**src/rtl/imp_pkg.sv**
```systemverilog
package imp_pkg;

	localparam int PHASE_FRAC  = 8;
	localparam int ANGLE_ITERS = 18;
	localparam int ACC_FRAC    = 20;
	localparam int TAB_LEN     = 24;
	localparam int ANGLE_STEPS = (ANGLE_ITERS < TAB_LEN) ? ANGLE_ITERS : TAB_LEN;
	localparam int ROOT_STEPS  = 24;
	localparam int DIV_STEPS   = 53;
	localparam int CNT_W       = 6;
	localparam int K_W         = 5;
	localparam int FULL_TURN   = 360 << PHASE_FRAC;
	localparam int PH_W        = $clog2(FULL_TURN);
	localparam int XY_W        = 40;
	localparam int Z_W         = 31;
	localparam int ROUND_SH    = ACC_FRAC - PHASE_FRAC;

	localparam logic [23:0] CAL_IMP_RESET = 24'd1000;
	localparam logic [43:0] IMP_MAX       = '1;

	localparam logic CMD_MEASURE   = 1'b0;
	localparam logic CMD_CALIBRATE = 1'b1;

	localparam logic [1:0] STAT_OK    = 2'd0;
	localparam logic [1:0] STAT_ZERO  = 2'd1;
	localparam logic [1:0] STAT_UNCAL = 2'd2;

	typedef enum logic [2:0] {
		ST_IDLE,
		ST_ITER,
		ST_FIN,
		ST_PREP,
		ST_DIV,
		ST_DONE
	} state_t;

	typedef struct packed {
		logic           load;
		logic           iter;
		logic [K_W-1:0] k;
		logic           fin;
		logic           prep;
		logic           div_step;
		logic           emit;
	} cmd_t;

	typedef struct packed {
		logic need_div;
	} sts_t;

	// atan(2^-k) in 2^-20 degree
	function automatic logic [Z_W-1:0] atan_lut(input logic [K_W-1:0] k);
		logic [Z_W-1:0] v;
		case (k)
			5'd0:  v = 31'd47185920;
			5'd1:  v = 31'd27855475;
			5'd2:  v = 31'd14718068;
			5'd3:  v = 31'd7471121;
			5'd4:  v = 31'd3750058;
			5'd5:  v = 31'd1876857;
			5'd6:  v = 31'd938658;
			5'd7:  v = 31'd469357;
			5'd8:  v = 31'd234682;
			5'd9:  v = 31'd117342;
			5'd10: v = 31'd58671;
			5'd11: v = 31'd29335;
			5'd12: v = 31'd14668;
			5'd13: v = 31'd7334;
			5'd14: v = 31'd3667;
			5'd15: v = 31'd1833;
			5'd16: v = 31'd917;
			5'd17: v = 31'd458;
			5'd18: v = 31'd229;
			5'd19: v = 31'd115;
			5'd20: v = 31'd57;
			5'd21: v = 31'd29;
			5'd22: v = 31'd14;
			5'd23: v = 31'd7;
			default: v = '0;
		endcase
		return v;
	endfunction

endpackage

```
**src/rtl/imp_ctrl.sv**
```systemverilog
module imp_ctrl (
	input  logic          clk,
	input  logic          arst_n,
	input  logic          s_tvalid,
	output logic          s_tready,
	output logic          m_tvalid,
	input  logic          m_tready,
	input  imp_pkg::sts_t sts,
	output imp_pkg::cmd_t cmd
);

	imp_pkg::state_t state_q, state_d;
	logic [imp_pkg::CNT_W-1:0] cnt_q, cnt_d;
	logic out_valid_q;

	always_ff @(posedge clk or negedge arst_n) begin
		if (!arst_n) begin
			state_q     <= imp_pkg::ST_IDLE;
			cnt_q       <= '0;
			out_valid_q <= 1'b0;
		end else begin
			state_q <= state_d;
			cnt_q   <= cnt_d;
			if (cmd.emit)
				out_valid_q <= 1'b1;
			else if (m_tready)
				out_valid_q <= 1'b0;
		end
	end

	always_comb begin
		state_d  = state_q;
		cnt_d    = cnt_q;
		cmd      = '0;
		cmd.k    = cnt_q[imp_pkg::K_W-1:0];
		s_tready = 1'b0;
		unique case (state_q)
			imp_pkg::ST_IDLE: begin
				s_tready = 1'b1;
				if (s_tvalid) begin
					cmd.load = 1'b1;
					cnt_d    = '0;
					state_d  = imp_pkg::ST_ITER;
				end
			end
			imp_pkg::ST_ITER: begin
				cmd.iter = 1'b1;
				cnt_d    = cnt_q + 1'b1;
				if (cnt_q == imp_pkg::CNT_W'(imp_pkg::ROOT_STEPS - 1))
					state_d = imp_pkg::ST_FIN;
			end
			imp_pkg::ST_FIN: begin
				cmd.fin = 1'b1;
				state_d = imp_pkg::ST_PREP;
			end
			imp_pkg::ST_PREP: begin
				cmd.prep = 1'b1;
				cnt_d    = '0;
				state_d  = sts.need_div ? imp_pkg::ST_DIV : imp_pkg::ST_DONE;
			end
			imp_pkg::ST_DIV: begin
				cmd.div_step = 1'b1;
				cnt_d        = cnt_q + 1'b1;
				if (cnt_q == imp_pkg::CNT_W'(imp_pkg::DIV_STEPS - 1))
					state_d = imp_pkg::ST_DONE;
			end
			imp_pkg::ST_DONE: begin
				// wait for the output register to drain
				if (!out_valid_q || m_tready) begin
					cmd.emit = 1'b1;
					state_d  = imp_pkg::ST_IDLE;
				end
			end
			default: state_d = imp_pkg::ST_IDLE;
		endcase
	end

	assign m_tvalid = out_valid_q;

endmodule

```
**src/rtl/imp_dp.sv**
```systemverilog
module imp_dp (
	input  logic               clk,
	input  logic               arst_n,
	input  imp_pkg::cmd_t      cmd,
	output imp_pkg::sts_t      sts,
	input  logic               cal_we,
	input  logic [23:0]        cal_data,
	input  logic               in_command,
	input  logic signed [15:0] in_real,
	input  logic signed [15:0] in_imag,
	output logic [23:0]        magnitude,
	output logic [43:0]        impedance,
	output logic [17:0]        phase,
	output logic [1:0]         status
);

	localparam int XW = imp_pkg::XY_W;
	localparam int ZW = imp_pkg::Z_W;
	localparam int PW = imp_pkg::PH_W;

	logic [23:0] cal_imp_q, ref_mag_q;
	logic [PW-1:0] offset_q;
	logic calibrated_q;

	logic command_q;
	logic signed [15:0] re_q, im_q;
	logic [47:0] v_q, res_q, bit_q;
	logic signed [XW-1:0] x_q, y_q;
	logic signed [ZW-1:0] z_q;
	logic [23:0] mag_q;
	logic [PW-1:0] ph_q;
	logic [47:0] prod_q;
	logic [52:0] div_q;
	logic [24:0] rem_q;
	logic [23:0] magnitude_q;
	logic [43:0] impedance_q;
	logic [17:0] phase_q;
	logic [1:0]  status_q;

	// load
	logic signed [31:0] re2, im2;
	logic [31:0] sum;
	logic signed [XW-1:0] xs, ys;
	assign re2 = in_real * in_real;
	assign im2 = in_imag * in_imag;
	assign sum = 32'(re2) + 32'(im2);
	assign xs  = XW'(in_real) <<< imp_pkg::ACC_FRAC;
	assign ys  = XW'(in_imag) <<< imp_pkg::ACC_FRAC;

	// one root step and, while angle_on, one vectoring step
	logic [47:0] trial;
	logic signed [XW-1:0] dx, dy;
	logic [ZW-1:0] atan_k;
	logic angle_on;
	assign trial    = res_q + bit_q;
	assign dx       = x_q >>> cmd.k;
	assign dy       = y_q >>> cmd.k;
	assign atan_k   = imp_pkg::atan_lut(cmd.k);
	assign angle_on = int'(cmd.k) < imp_pkg::ANGLE_STEPS;

	// angle rounding and axis cases
	logic signed [ZW-1:0] zz;
	logic [ZW-1:0] qq;
	logic [PW-1:0] ph_calc;
	always_comb begin
		zz = z_q;
		if (z_q < 0)
			zz = z_q + (ZW'(360) <<< imp_pkg::ACC_FRAC);
		qq = (ZW'(zz) + (ZW'(1) << (imp_pkg::ROUND_SH - 1))) >> imp_pkg::ROUND_SH;
		if (qq >= ZW'(imp_pkg::FULL_TURN))
			qq = qq - ZW'(imp_pkg::FULL_TURN);
		ph_calc = qq[PW-1:0];
		if (re_q == 0 && im_q == 0)
			ph_calc = '0;
		else if (re_q == 0)
			ph_calc = (im_q > 0) ? PW'(90 << imp_pkg::PHASE_FRAC)
					     : PW'(270 << imp_pkg::PHASE_FRAC);
		else if (im_q == 0)
			ph_calc = (re_q > 0) ? '0 : PW'(180 << imp_pkg::PHASE_FRAC);
	end

	// restoring divide step
	logic [25:0] rem_sh;
	logic q_bit;
	assign rem_sh = {rem_q, div_q[52]};
	assign q_bit  = rem_sh >= {2'b00, mag_q};

	logic need;
	assign need = (command_q == imp_pkg::CMD_MEASURE) && calibrated_q && (mag_q != '0);
	assign sts.need_div = need;

	logic signed [PW:0] ph_diff;
	logic [1:0] stat_calc;
	assign ph_diff = $signed({1'b0, ph_q}) - $signed({1'b0, offset_q});
	always_comb begin
		if (command_q == imp_pkg::CMD_CALIBRATE)
			stat_calc = (mag_q == '0) ? imp_pkg::STAT_ZERO : imp_pkg::STAT_OK;
		else if (!calibrated_q)
			stat_calc = imp_pkg::STAT_UNCAL;
		else if (mag_q == '0)
			stat_calc = imp_pkg::STAT_ZERO;
		else
			stat_calc = imp_pkg::STAT_OK;
	end

	always_ff @(posedge clk or negedge arst_n) begin
		if (!arst_n) begin
			cal_imp_q    <= imp_pkg::CAL_IMP_RESET;
			ref_mag_q    <= '0;
			offset_q     <= '0;
			calibrated_q <= 1'b0;
		end else begin
			if (cal_we)
				cal_imp_q <= cal_data;
			if (cmd.emit && command_q == imp_pkg::CMD_CALIBRATE && mag_q != '0) begin
				ref_mag_q    <= mag_q;
				offset_q     <= ph_q;
				calibrated_q <= 1'b1;
			end
		end
	end

	always_ff @(posedge clk) begin
		if (cmd.load) begin
			command_q <= in_command;
			re_q      <= in_real;
			im_q      <= in_imag;
			v_q       <= {sum, 16'd0};
			res_q     <= '0;
			bit_q     <= 48'd1 << 46;
			if (in_real < 0) begin
				x_q <= -xs;
				y_q <= -ys;
				z_q <= ZW'(180) <<< imp_pkg::ACC_FRAC;
			end else begin
				x_q <= xs;
				y_q <= ys;
				z_q <= '0;
			end
		end
		if (cmd.iter) begin
			if (v_q >= trial) begin
				v_q   <= v_q - trial;
				res_q <= (res_q >> 1) + bit_q;
			end else begin
				res_q <= res_q >> 1;
			end
			bit_q <= bit_q >> 2;
			if (angle_on) begin
				if (y_q > 0) begin
					x_q <= x_q + dy;
					y_q <= y_q - dx;
					z_q <= z_q + $signed(atan_k);
				end else begin
					x_q <= x_q - dy;
					y_q <= y_q + dx;
					z_q <= z_q - $signed(atan_k);
				end
			end
		end
		if (cmd.fin) begin
			mag_q  <= res_q[23:0];
			ph_q   <= ph_calc;
			prod_q <= cal_imp_q * ref_mag_q;
		end
		if (cmd.prep) begin
			div_q <= 53'({prod_q, 4'd0}) + 53'(mag_q >> 1);
			rem_q <= '0;
		end
		if (cmd.div_step) begin
			rem_q <= q_bit ? 25'(rem_sh - {2'b00, mag_q}) : rem_sh[24:0];
			div_q <= {div_q[51:0], q_bit};
		end
		if (cmd.emit) begin
			magnitude_q <= mag_q;
			if (!need)
				impedance_q <= '0;
			else if (div_q > 53'(imp_pkg::IMP_MAX))
				impedance_q <= imp_pkg::IMP_MAX;
			else
				impedance_q <= div_q[43:0];
			phase_q  <= (command_q == imp_pkg::CMD_CALIBRATE) ? 18'(ph_q) : 18'(ph_diff);
			status_q <= stat_calc;
		end
	end

	assign magnitude = magnitude_q;
	assign impedance = impedance_q;
	assign phase     = phase_q;
	assign status    = status_q;

endmodule

```
**src/rtl/impedance_magnitude_phase_core.sv**
```systemverilog
// channel  | dir | tdata (low bit first)                     | tuser
// s_axis   | in  | re_value[15:0], imag_part[15:0]           | command
// m_axis   | out | magnitude[23:0], impedance[43:0],         | status[1:0]
//          |     | phase[17:0], 2 zero bits                  |
// cfg      | in  | cfg_data: calibration_impedance[23:0]     | -
// one item at a time: accept in idle, 24 root steps (vectoring too below ANGLE_STEPS),
// fin and prep setup, 53 divide steps on a measure with a valid calibration, then
// the done state; the bit-serial divider sets the long case.
// the result sits in an output register, so the next item is taken while
// it waits; a stalled m_tready holds the finished item in the last state.
// arst_n clears the control, the calibration state and sets the register
// to 1000 ohm.
module impedance_magnitude_phase_core (
	input  logic        clk,
	input  logic        arst_n,
	input  logic        s_tvalid,
	output logic        s_tready,
	input  logic [31:0] s_tdata,   // re_value, imag_part
	input  logic        s_tuser,   // command
	output logic        m_tvalid,
	input  logic        m_tready,
	output logic [87:0] m_tdata,   // magnitude, impedance, phase, zero pad
	output logic [1:0]  m_tuser,   // status
	input  logic        cfg_valid,
	output logic        cfg_ready,
	input  logic [23:0] cfg_data   // calibration_impedance
);

	imp_pkg::cmd_t cmd;
	imp_pkg::sts_t sts;
	logic [23:0] magnitude;
	logic [43:0] impedance;
	logic [17:0] phase;

	assign cfg_ready = 1'b1;

	imp_ctrl u_ctrl (
		.clk      (clk),
		.arst_n   (arst_n),
		.s_tvalid (s_tvalid),
		.s_tready (s_tready),
		.m_tvalid (m_tvalid),
		.m_tready (m_tready),
		.sts      (sts),
		.cmd      (cmd)
	);

	imp_dp u_dp (
		.clk        (clk),
		.arst_n     (arst_n),
		.cmd        (cmd),
		.sts        (sts),
		.cal_we     (cfg_valid),
		.cal_data   (cfg_data),
		.in_command (s_tuser),
		.in_real    (s_tdata[15:0]),
		.in_imag    (s_tdata[31:16]),
		.magnitude  (magnitude),
		.impedance  (impedance),
		.phase      (phase),
		.status     (m_tuser)
	);

	assign m_tdata = {2'b00, phase, impedance, magnitude};

endmodule

```
**config.mk**
```make
export PLATFORM = sky130hd
export DESIGN_NAME = impedance_magnitude_phase_core
export DESIGN_NICKNAME = d
export VERILOG_FILES = /design/src/rtl/imp_pkg.sv /design/src/rtl/imp_ctrl.sv /design/src/rtl/imp_dp.sv /design/src/rtl/impedance_magnitude_phase_core.sv
export SDC_FILE = /design/constraint.sdc
export NUM_CORES = 2
export LEC_CHECK = 0
export ABC_AREA = 1
export BUFFER_PORTS_ARGS = -buffer_cell sky130_fd_sc_hd__buf_2
export CAP_MARGIN = 20
export CORE_MARGIN = 10
export CORE_UTILIZATION = 65
export CTS_CLUSTER_DIAMETER = 120
export DETAILED_ROUTE_END_ITERATION = 10
export PLACE_DENSITY = 0.82
export SLEW_MARGIN = 20
export SYNTH_ARGS = -nofsm -noshare
export SYNTH_HDL_FRONTEND = slang
export SYNTH_SLANG_ARGS = --single-unit
```
**constraint.sdc**
```tcl
create_clock -name clk -period 17.2 [get_ports clk]
set_clock_uncertainty 0.05 [all_clocks]
set_input_delay 0.86 -clock clk [delete_from_list [all_inputs] [get_ports clk]]
set_output_delay 0.86 -clock clk [all_outputs]
set_load 0.01 [all_outputs]
```
==> impl_metrics.yaml <==
outcome:
  status: "finished clean"
global_routing:
  grt_pass1_vias: 76100
  grt_pass1_wl_mm: 412
  antenna_found_initial: 13
  grt_max_degree: 90
  grt_usage_pct: 35.4
  gr-total-overflow: 0
sta:
  setup_violations: 0
  tns_ns: 0
  tightest_slew_ns: 1.16
  fmax_mhz: 119
  hold_viol: 0
  min_period_ns: 8.42
  maxSlewViolCount: 0
  post-route-period-util_pct: 48.9
  rsz0062_at_grt: "no"
  relSlewSlack_pct: 22.7
logic_synthesis:
  syn_avg_cell_area_um2: 7.54
  synth-compound-area-share_pct: 11.3
  synth_top_family_by_area: "adder cells"
  postSynthCellCount: 11300
  ys.flop_type: "edfxtp_1"
  synthSimpleGateAreaFrac_pct: 20.0
  ys_seq_area_share_pct: 18.7
  synth.area.top_cells: "fa_1, edfxtp_1, nand2_1"
  synthXorXnorAreaFrac_pct: 4.18
  synth_top_area_share_pct: 23.9
  async_reset_ff_share_pct: 12.8
  synthesis.area_um2: 84900
  yosysWarnings: 0
  ys_ff_latch: 595
  yosysTopAreaCell: "fa_1"
  yosys.area_share.adder_pct: 32.9
  yosys-mux-area-fraction_pct: 0.436
  ys_types: 72
  synth_edf_count: 359
clock_network:
  clk_latency_ns: 0.70
  clkTransAtPathRegs_ns: 0.06
  htreeDepth: 3
  cts_root_buffer: "clkbuf_16"
  cts_resized: 0
  cts_max_path_buffers: 3
  clkSinkCount: 595
  cts_tree: "done"
  post_cts_buffers: 0
  cts_buffers: 74
routing:
  ant_nets: 0
  viasPerCell: 5.89
  drtIter0Drc: 8092
  drt_pass1_iterations: 6
  wirelength_mm: 261
  drcViolationCount: 0
  routedWlPerCell_um: 20.1
  vias: 76300
setup_path:
  path_class: "in -> reg"
  path_common_cell: "fa_1"
  rrSetupSlack_ns: 9.30
  worstPathRequired_ns: 17.75
  cp_max_fo: 28
  r2r_start: "u_dp.cal_imp_q[2]"
  critPathSlowestCell: "fa_1"
  worstPathArrival_ns: 8.96
  slowest_delay_ns: 0.55
  startpoint: "s_tdata[31]"
  end_kind: "flop"
  startpoint_type: "input pin"
floorplan:
  io_pins: 155
  start_util_pct: 65.5
  rows: 132
  fp.dieArea_um2: 145000
  die-height_um: 381
  die_w_um: 381
  fp.coreArea_um2: 130000
final_layout:
  final_util_pct: 68.7
  nets: 12800
  drive_gt1_share_pct: 4.43
  area_delta_synth_final_pct: 4.96
min_path:
  hold_path_class: "in -> reg"
  min_from: "s_tuser"
run:
  drv_cap: 0
placed_design:
  dp_hpwl_mm: 207
  portBuffers: 151
  gp_congestion: 1.01
power:
  peakVddDrop_mv: 1.71
  power_density_nw_per_um2: 202
  power_w: 0.0180
  p_leak_nw: 46.0
## kinds of logic after synthesis
| kind of cell | after synthesis |
|---|---|
| other | 2 |
| DFF | 595 |
| buffers and inverters | 2768 |
| adders and majority gates | 1623 |
| xor gates and xnor gates | 405 |
| and+or+nand+nor | 4098 |
| AOI/OAI and AO/OA | 1732 |
| muxes | 34 |
## state kept, by name (all words and copies together) (netlist names), 17 cells and up
register,cells
u_dp.res_q,48
u_dp.div_q,53
u_dp.v_q,48
u_dp.impedance,44
u_dp.ph_q,17
u_dp.offset_q,17
u_dp.bit_q,24
u_dp.rem_q,25
u_dp.phase,18
u_dp.mag_q,24
u_dp.cal_imp_q,24
u_dp.prod_q,48
u_dp.y_q,40
u_dp.magnitude,24
u_dp.ref_mag_q,24
u_dp.z_q,31
u_dp.x_q,40
## placed cells by master, fill, tap and decap left out, types with 14 or more instances in the layout
master	netlist	final
nor4_1	40	39
a211oi_1	15	15
a31oi_1	82	82
edfxtp_1	359	359
xor2_1	227	227
o21a_1	36	36
o221ai_1	16	16
dfxtp_1	160	160
nor2_2	15	16
o211ai_1	45	45
nand2_2	17	19
clkbuf_1	314	15
ha_1	609	609
xnor2_1	178	178
o21ai_1	45	45
nand4_1	89	89
fa_1	1014	1014
o21bai_1	33	33
a21o_1	32	32
buf_2	55	150
nor2_1	657	650
clkbuf_16	0	76
o31ai_1	25	25
and3_1	14	14
nor3_1	112	112
o22ai_1	21	21
a21oi_1	644	644
mux2_2	24	24
nand2_1	2516	2513
dfrtp_1	70	65
or2_2	19	19
inv_1	2317	2316
nand3_1	571	568
o21ai_0	660	660
buf_4	10	81
## critical path, delay by kind of cell
family / cells / cell delay [ns]
adder cells (fa/ha/maj): 9 / 4.51
AO/OA/AOI/OAI: 4 / 1.07
buffers and inverters: 7 / 1.11
AND/OR/NAND/NOR: 8 / 1.38
## Yosys cell counts (45+ instances only)
cell type / n
nor2_1: 657
o21ai_0: 660
dfrtp_1: 70
dfxtp_1: 160
edfxtp_1: 359
a21oi_1: 644
nand4_1: 89
a31oi_1: 82
xnor2_1: 178
o21ai_1: 45
buf_2: 55
xor2_1: 227
ha_1: 609
inv_1: 2317
nand2_1: 2516
nor3_1: 112
o211ai_1: 45
nand3_1: 571
fa_1: 1014
clkbuf_1: 314
## metrics by stage
step,hold WS (ns),instances,worst slack (ns),cell area (µm²)
finish,0.322,12900,8.78,89100
global route,0.303,12900,8.30,89100
CTS,0.283,12900,8.95,89100
detailed placement,0.400,12800,8.18,86700
global placement,0.396,12800,8.25,86700
floorplan,0.376,11300,8.66,84900
## area by class of cell
class | count | area, µm²
Antenna cell | 2 | 5.00
Clock buffer | 95 | 2010
Clock inverter | 42 | 380
Fill cell | 10700 | 40600
Inverter | 2334 | 8770
Multi-Input combinational cell | 7895 | 58500
Sequential cell | 595 | 15900
Tap cell | 1742 | 2180
Timing Repair Buffer | 232 | 1370
## worst paths after layout
kind | end | depth (start not counted)
max | u_dp.v_q[44] | 28
min | u_dp.command_q | 1
max reg2reg | u_dp.prod_q[40] | 25
min reg2reg | u_dp.mag_q[0] | 0
max in group asynchronous | u_dp.cal_imp_q[11] | 3
min in group asynchronous | u_dp.offset_q[3] | 2
## report_power, final
group	switching (W)	internal [W]	total (W)
clock network	0.000695	0.000885	0.00158
registers	0.0000353	0.00151	0.00155
logic	0.00943	0.00545	0.0149
total	0.0102	0.00785	0.0180
## routing by layer
layer | track usage [%] | vias up | routed length (µm)
met2 | 56.1 | 4017 | 118000
met5 | 0 | - | 67
li1 | - | 35100 | -
met1 | 47.3 | 36300 | 103000
met3 | 6.41 | 836 | 26600
met4 | 15.8 | 12 | 13100
## timing repair
item,CTS,global route
hold buffers,1,0
endpoints found under the setup margin,0,0
hold endpoints to repair,18,0
No activity file was read; power rests on OpenSTA's default activity.
